$ cat config.mk
export PLATFORM = sky130hd
export DESIGN_NAME = stt_ctrl
export DESIGN_NICKNAME = d
export VERILOG_FILES = /design/src/rtl/seqno_time_sample_table_defines.svh /design/src/rtl/stt_pkg.sv /design/src/rtl/stt_ctrl.sv
export SDC_FILE = /design/constraint.sdc
export NUM_CORES = 1
export LEC_CHECK = 0
export ABC_AREA = 1
export BUFFER_PORTS_ARGS = -buffer_cell sky130_fd_sc_hd__clkbuf_2
export CORE_AREA = 2 2 64 66
export DETAILED_ROUTE_END_ITERATION = 8
export DIE_AREA = 0 0 66 68
export HOLD_SLACK_MARGIN = 0.12
export MAX_ROUTING_LAYER = met4
export PLACE_DENSITY = 0.86
export SKIP_CTS_REPAIR_TIMING = 1
export SLEW_MARGIN = 20
export SYNTH_ARGS = -nofsm -noshare
export SYNTH_HDL_FRONTEND = slang
export SYNTH_SLANG_ARGS = --single-unit
export TNS_END_PERCENT = 50
$ cat constraint.sdc
create_clock -name clk -period 2.1 [get_ports clk]
set_clock_uncertainty 0.05 [all_clocks]
set_input_delay 0.315 -clock clk [delete_from_list [all_inputs] [get_ports clk]]
set_output_delay 0.315 -clock clk [all_outputs]
set_load 0.02 [all_outputs]
$ cat src/rtl/seqno_time_sample_table_defines.svh
// ----------------------------------------------------------------------------
// Seqno/time sample table assertion macros
// Shared property shapes for the block's concurrent checks.
// ----------------------------------------------------------------------------
`ifndef SEQNO_TIME_SAMPLE_TABLE_DEFINES_SVH
`define SEQNO_TIME_SAMPLE_TABLE_DEFINES_SVH

// Same-cycle implication, held off during reset
`define STT_ASSERT_NOW(label, ante, cons) \
	label: assert property (@(posedge clk) disable iff (!arst_n) (ante) |-> (cons)) \
		else $error("seqno_time_sample_table: same-cycle check failed");

// Next-cycle implication, held off during reset
`define STT_ASSERT_NEXT(label, ante, cons) \
	label: assert property (@(posedge clk) disable iff (!arst_n) (ante) |=> (cons)) \
		else $error("seqno_time_sample_table: next-cycle check failed");

`endif

$ cat src/rtl/stt_pkg.sv
// ----------------------------------------------------------------------------
// stt_pkg
// Item kinds, register indexes, datapath micro-ops and status for the
// seqno/time sample table.
// ----------------------------------------------------------------------------
package stt_pkg;

	// Item kinds
	typedef enum logic [1:0] {
		KIND_APPEND        = 2'd0,
		KIND_TIME_BEFORE   = 2'd1,
		KIND_SEQNO_BEFORE  = 2'd2,
		KIND_CUTOFF        = 2'd3
	} kind_t;

	// Configuration register indexes
	localparam logic [1:0] REG_CAPACITY  = 2'd0;
	localparam logic [1:0] REG_MAX_SPAN  = 2'd1;
	localparam logic [1:0] REG_PRESERVE  = 2'd2;
	localparam logic [1:0] REG_PRECLUDE  = 2'd3;

	localparam int SEQ_W  = 56;
	localparam int TIME_W = 64;
	localparam int PSEQ_W = 57;

	// Datapath micro-operations
	typedef enum logic [4:0] {
		OP_NONE     = 5'd0,
		OP_LOAD     = 5'd1,
		OP_REJECT   = 5'd2,
		OP_FIRST    = 5'd3,
		OP_READ     = 5'd4,
		OP_APPEND   = 5'd5,
		OP_SET_LAST = 5'd6,
		OP_CUT      = 5'd7,
		OP_IDX1     = 5'd8,
		OP_INC      = 5'd9,
		OP_SETK     = 5'd10,
		OP_SHRD     = 5'd11,
		OP_SHWR     = 5'd12,
		OP_SUB      = 5'd13,
		OP_IDX0     = 5'd14,
		OP_TA       = 5'd15,
		OP_TB       = 5'd16,
		OP_EV       = 5'd17,
		OP_DROP     = 5'd18,
		OP_Q_INIT   = 5'd19,
		OP_Q_TAKE   = 5'd20,
		OP_Q_END    = 5'd21,
		OP_T3A      = 5'd22,
		OP_T3B      = 5'd23,
		OP_OUT      = 5'd24
	} op_t;

	// Datapath status seen by the controller
	typedef struct packed {
		kind_t kind;
		logic  cap_zero;
		logic  seq_zero;
		logic  cnt_zero;
		logic  cnt_le1;
		logic  app_rej;
		logic  last_lt_span;
		logic  t_le_cut;
		logic  idx_end;
		logic  idx_one;
		logic  sh_last;
		logic  cp_go;
		logic  cp_more;
		logic  cp_last;
		logic  q_hit;
		logic  dur_zero;
		logic  prec_zero;
		logic  out_free;
	} stat_t;

endpackage

$ cat src/rtl/stt_ctrl.sv
// ----------------------------------------------------------------------------
// stt_ctrl
// Sequencer for the sample table: issues one datapath micro-op per cycle
// and steps through append, age prune, count trim and lookup scans.
// ----------------------------------------------------------------------------
module stt_ctrl (
	input  logic           clk,
	input  logic           arst_n,
	input  logic           in_valid,
	output logic           in_stall,
	input  stt_pkg::stat_t stat,
	output stt_pkg::op_t   op
);
	import stt_pkg::*;

	typedef enum logic [26:0] {
		S_IDLE     = 27'h0000001,
		S_DISP     = 27'h0000002,
		S_APP_RD   = 27'h0000004,
		S_APP_DEC  = 27'h0000008,
		S_AGE_ENT  = 27'h0000010,
		S_AGE_RDL  = 27'h0000020,
		S_AGE_CUT  = 27'h0000040,
		S_AGE_RD0  = 27'h0000080,
		S_AGE_CHK0 = 27'h0000100,
		S_AGE_LOOP = 27'h0000200,
		S_AGE_CHK  = 27'h0000400,
		S_SH_RD    = 27'h0000800,
		S_SH_WR    = 27'h0001000,
		S_SUB      = 27'h0002000,
		S_CP_ENT   = 27'h0004000,
		S_CP_RD0   = 27'h0008000,
		S_CP_A     = 27'h0010000,
		S_CP_RD1   = 27'h0020000,
		S_CP_B     = 27'h0040000,
		S_CP_RD    = 27'h0080000,
		S_CP_EV    = 27'h0100000,
		S_CP_DROP  = 27'h0200000,
		S_Q_LOOP   = 27'h0400000,
		S_Q_CHK    = 27'h0800000,
		S_Q_DONE   = 27'h1000000,
		S_FIN      = 27'h2000000,
		S_CP_LOOP  = 27'h4000000
	} state_t;

	state_t state_q, state_d;
	logic   trim_q, trim_d;     // shift sweep belongs to count trim
	logic   second_q, second_d; // second lookup of a cutoff item

	assign in_stall = (state_q != S_IDLE);

	// Next state and micro-op
	always_comb begin
		state_d  = state_q;
		trim_d   = trim_q;
		second_d = second_q;
		op       = OP_NONE;
		unique case (state_q)
			S_IDLE: begin
				if (in_valid) begin
					op      = OP_LOAD;
					state_d = S_DISP;
				end
			end
			S_DISP: begin
				second_d = 1'b0;
				if (stat.kind == KIND_APPEND) begin
					if (stat.cap_zero) begin
						op      = OP_REJECT;
						state_d = S_FIN;
					end else if (stat.seq_zero) begin
						state_d = S_AGE_ENT;
					end else if (stat.cnt_zero) begin
						op      = OP_FIRST;
						state_d = S_FIN;
					end else begin
						state_d = S_APP_RD;
					end
				end else if (stat.kind == KIND_CUTOFF && stat.dur_zero) begin
					state_d = S_FIN;
				end else begin
					op      = OP_Q_INIT;
					state_d = S_Q_LOOP;
				end
			end
			S_APP_RD: begin
				op      = OP_READ;
				state_d = S_APP_DEC;
			end
			S_APP_DEC: begin
				op      = OP_APPEND;
				state_d = stat.app_rej ? S_FIN : S_AGE_ENT;
			end
			// Age prune: read last time, derive cutoff, count leading drops
			S_AGE_ENT: begin
				if (stat.cnt_le1) begin
					state_d = S_CP_ENT;
				end else begin
					op      = OP_SET_LAST;
					state_d = S_AGE_RDL;
				end
			end
			S_AGE_RDL: begin
				op      = OP_READ;
				state_d = S_AGE_CUT;
			end
			S_AGE_CUT: begin
				if (stat.last_lt_span) begin
					state_d = S_CP_ENT;
				end else begin
					op      = OP_CUT;
					state_d = S_AGE_RD0;
				end
			end
			S_AGE_RD0: begin
				op      = OP_READ;
				state_d = S_AGE_CHK0;
			end
			S_AGE_CHK0: begin
				if (!stat.t_le_cut) begin
					state_d = S_CP_ENT;
				end else begin
					op      = OP_IDX1;
					state_d = S_AGE_LOOP;
				end
			end
			S_AGE_LOOP: begin
				if (stat.idx_end) begin
					op      = OP_SETK;
					trim_d  = 1'b0;
					state_d = S_SH_RD;
				end else begin
					op      = OP_READ;
					state_d = S_AGE_CHK;
				end
			end
			S_AGE_CHK: begin
				if (stat.t_le_cut) begin
					op      = OP_INC;
					state_d = S_AGE_LOOP;
				end else if (stat.idx_one) begin
					state_d = S_CP_ENT;
				end else begin
					op      = OP_SETK;
					trim_d  = 1'b0;
					state_d = S_SH_RD;
				end
			end
			// Shift sweep: move entries down by k, one read and one write per entry
			S_SH_RD: begin
				op      = OP_SHRD;
				state_d = S_SH_WR;
			end
			S_SH_WR: begin
				op      = OP_SHWR;
				state_d = stat.sh_last ? S_SUB : S_SH_RD;
			end
			S_SUB: begin
				op      = OP_SUB;
				state_d = trim_q ? S_CP_LOOP : S_CP_ENT;
			end
			// Count trim: find smallest gap, drop that inner entry, repeat
			S_CP_ENT: begin
				state_d = stat.cp_go ? S_CP_LOOP : S_FIN;
			end
			S_CP_LOOP: begin
				if (!stat.cp_more) begin
					state_d = S_FIN;
				end else begin
					op      = OP_IDX0;
					state_d = S_CP_RD0;
				end
			end
			S_CP_RD0: begin
				op      = OP_READ;
				state_d = S_CP_A;
			end
			S_CP_A: begin
				op      = OP_TA;
				state_d = S_CP_RD1;
			end
			S_CP_RD1: begin
				op      = OP_READ;
				state_d = S_CP_B;
			end
			S_CP_B: begin
				op      = OP_TB;
				state_d = S_CP_RD;
			end
			S_CP_RD: begin
				op      = OP_READ;
				state_d = S_CP_EV;
			end
			S_CP_EV: begin
				op      = OP_EV;
				state_d = stat.cp_last ? S_CP_DROP : S_CP_RD;
			end
			S_CP_DROP: begin
				op      = OP_DROP;
				trim_d  = 1'b1;
				state_d = S_SH_RD;
			end
			// Lookup scan over the rising prefix
			S_Q_LOOP: begin
				if (stat.idx_end) begin
					state_d = S_Q_DONE;
				end else begin
					op      = OP_READ;
					state_d = S_Q_CHK;
				end
			end
			S_Q_CHK: begin
				if (stat.q_hit) begin
					op      = OP_Q_TAKE;
					state_d = S_Q_LOOP;
				end else begin
					state_d = S_Q_DONE;
				end
			end
			S_Q_DONE: begin
				if (stat.kind != KIND_CUTOFF) begin
					op      = OP_Q_END;
					state_d = S_FIN;
				end else if (!second_q) begin
					op = OP_T3A;
					if (stat.prec_zero) begin
						state_d = S_FIN;
					end else begin
						second_d = 1'b1;
						state_d  = S_Q_LOOP;
					end
				end else begin
					op      = OP_T3B;
					state_d = S_FIN;
				end
			end
			// Hand the result to the output register once it is free
			S_FIN: begin
				if (stat.out_free) begin
					op      = OP_OUT;
					state_d = S_IDLE;
				end
			end
			default: state_d = S_IDLE;
		endcase
	end

	// State registers
	always_ff @(posedge clk or negedge arst_n) begin
		if (!arst_n) begin
			state_q  <= S_IDLE;
			trim_q   <= 1'b0;
			second_q <= 1'b0;
		end else begin
			state_q  <= state_d;
			trim_q   <= trim_d;
			second_q <= second_d;
		end
	end

endmodule

==> flow_summary.yaml <==
run_status:
  status: "finished, violations left"
  violations: "negative setup slack"
floorplanning:
  die_width_um: 66
  die_h_um: 68
  core_region_area_mm2: 0.003856
  die_area_mm2: 0.004488
  row_count: 23
  initial_core_util: 0.5526
  io_pins: 28
layout:
  final_area_mm2: 0.002883
  syn_to_final_growth_pct: 35.29
  mostFrequentLayoutCells: "nand2_1, nor2_1, inv_1"
  drive_above_1_share: 0.3350
  antennaDiodeCount: 0
  final-instance-count-excl-fill: 453
  layout_commonest_cell: "nand2_1"
  num-nets-final: 424
synth:
  ys_ff_latch: 29
  netlist_instances: 336
  ys_types: 31
  synth_area_per_cell_um2: 6.342
  synth-edff-count: 0
  ys.flop_type: "dfrtp_1"
  yosysSeqAreaShare: 0.3412
  yosys_warnings: 0
  syn_area_mm2: 0.002131
  async_flop_share: 1.000
  syn_nets: 358
worst_hold_path:
  hold_path.class: "in -> reg"
  whs_endpoint: "state_q[2]"
  whs_path_depth: 2
  hold_start: "stat[14]"
global_routing:
  antenna_found_initial: 0
  grt_first_pass_wirelength_um: 8687
  grt_start_max_net_pins: 30
  grt_pass1_vias: 1993
  overflow: 0
  track_usage: 0.2684
clocking:
  cts_tree: "done"
  cts.sinks: 29
  clock_path_buffers: 2
  cts_root_buffer: "clkbuf_8"
  htreeDepth: 2
  cts_buffers: 5
  clkTransAtPathRegs_ns: 0.07
  clock_latency_ns: 0.28
detailed_routing:
  vias_per_cell: 5.499
  vias: 2491
  detail_route.wl_per_cell_um: 14.49
  drc_errors: 0
  drt_first_iter_violations: 230
  drtAntennaViolNets: 0
  wirelength_um: 6562
  firstDrtPassIters: 6
place:
  portBuffers: 27
  dp_hpwl_um: 4494
  placed_area_mm2: 0.002455
  gp_congestion: 1.038
  place_inst: 428
sta:
  slew_headroom: 0.5076
  report.final.slew_viol_count: 0
  fin_crit_sh: 1.138
  timing.fmax_ghz: 0.4183
  fin_crit_ns: 2.391
  final_hold_viol_count: 0
  tightestPinTransition_ns: 0.7386
  setup_violations: 5
  worst_slack_ns: -0.2907
  rsz0062_at_grt: "true"
setup_path:
  timing.rr.start: "state_q[6]"
  crit_arrival_ns: 2.03
  end_kind: "primary output"
  critPathRequiredTime_ns: 1.74
  crit_type: "reg -> out"
  start_kind: "flip-flop"
  critical_path_peak_fanout: 8
  r2r-end: "state_q[0]"
  reg2reg_slack_ns: 0.23
  reg2reg_depth: 12
power_and_ir_drop:
  ir_drop_mv: 0.6570
  total_power_mw: 2.166
  power_leakage_nw: 1.524
  power_density_mw_per_mm2: 751.3
flow_run:
  drv_cap: 0
## stage by stage
step,setup TNS [ns],util,setup WS (ns),hold slack (ns)
after global placement,-0.05085,0.6366,-0.04454,0.3457
after global routing,-1.617,0.7476,-0.3518,0.1792
after CTS,-1.427,0.6580,-0.3225,0.06204
after floorplan,0,-,0.2244,-0.03059
final,-1.279,0.7476,-0.2907,0.1581
after detailed placement,-0.02169,0.6366,-0.02169,0.3571
## final cells by class
cell class	instances	area, um^2
multi-input combinational	248	1346
fill	258	973.4
sequential	29	726.9
timing repair buffer	61	441.7
inverter	57	222.7
clock buffer	6	72.57
tap	50	62.56
clock inverter	2	10.01
## cell usage after synthesis (2+ instances only)
cell type | n | area (um^2)
nor2_2 | 6 | 37.54
a21oi_2 | 2 | 17.52
nand4_1 | 6 | 37.54
o22ai_1 | 4 | 25.02
inv_2 | 2 | 7.510
o21ai_0 | 9 | 45.04
nand2_4 | 2 | 22.52
nor2_4 | 5 | 56.30
nor3_1 | 10 | 50.05
nand2_1 | 87 | 326.6
a21oi_1 | 4 | 20.02
nor2_1 | 72 | 270.3
nor3b_1 | 2 | 15.01
nand3_1 | 23 | 115.1
inv_1 | 53 | 198.9
nand2_2 | 7 | 43.79
dfrtp_1 | 28 | 700.7
## how the worst max path moves through the flow
stage / from / endpoint / slack, ns / cells past startpoint
global placement: state_q[11] / op[2] / -0.04 / 10
floorplan: state_q[0] / op[2] / 0.22 / 9
global route: state_q[0] / op[0] / -0.35 / 10
detailed placement: state_q[10] / op[2] / -0.02 / 10
finish: state_q[25] / op[2] / -0.29 / 10
CTS: state_q[10] / op[2] / -0.32 / 10
## state kept, by name, summed over array words and instances, names as in the netlist
| signal | flops |
|---|---|
| state_q | 27 |
| second_q | 1 |
| trim_q | 1 |
## routing by layer
metal / up-vias / track usage / wire [um]
li1: 1179 / - / -
met1: 1135 / 0.3476 / 2588
met2: 143 / 0.4394 / 3170
met3: 34 / 0.03125 / 534
met4: 0 / 0.09694 / 268
met5: - / - / 0
## worst max-delay path, cell delays in order, from the launching register on
cell and delay, ns:
dfrtp_1 0.38, nor2_1 0.14, nand2_2 0.10, nor2_4 0.15
nand2_4 0.14, buf_4 0.17, nor2_4 0.16, nor2_1 0.08
and2_4 0.17, nand4_1 0.10, buf_4 0.15
## report_power, final
part	internal [mW]	switching, mW	total (mW)
clock network	0.229	0.218	0.447
logic	0.435	0.647	1.08
registers	0.605	0.0313	0.636
## kinds of logic after synthesis
group | synth area share
buffers and inverters | 0.1145
DFF | 0.3412
AOI/OAI and AO/OA | 0.06753
and+or+nand+nor | 0.4768
Power figures use the tool's default switching activity.
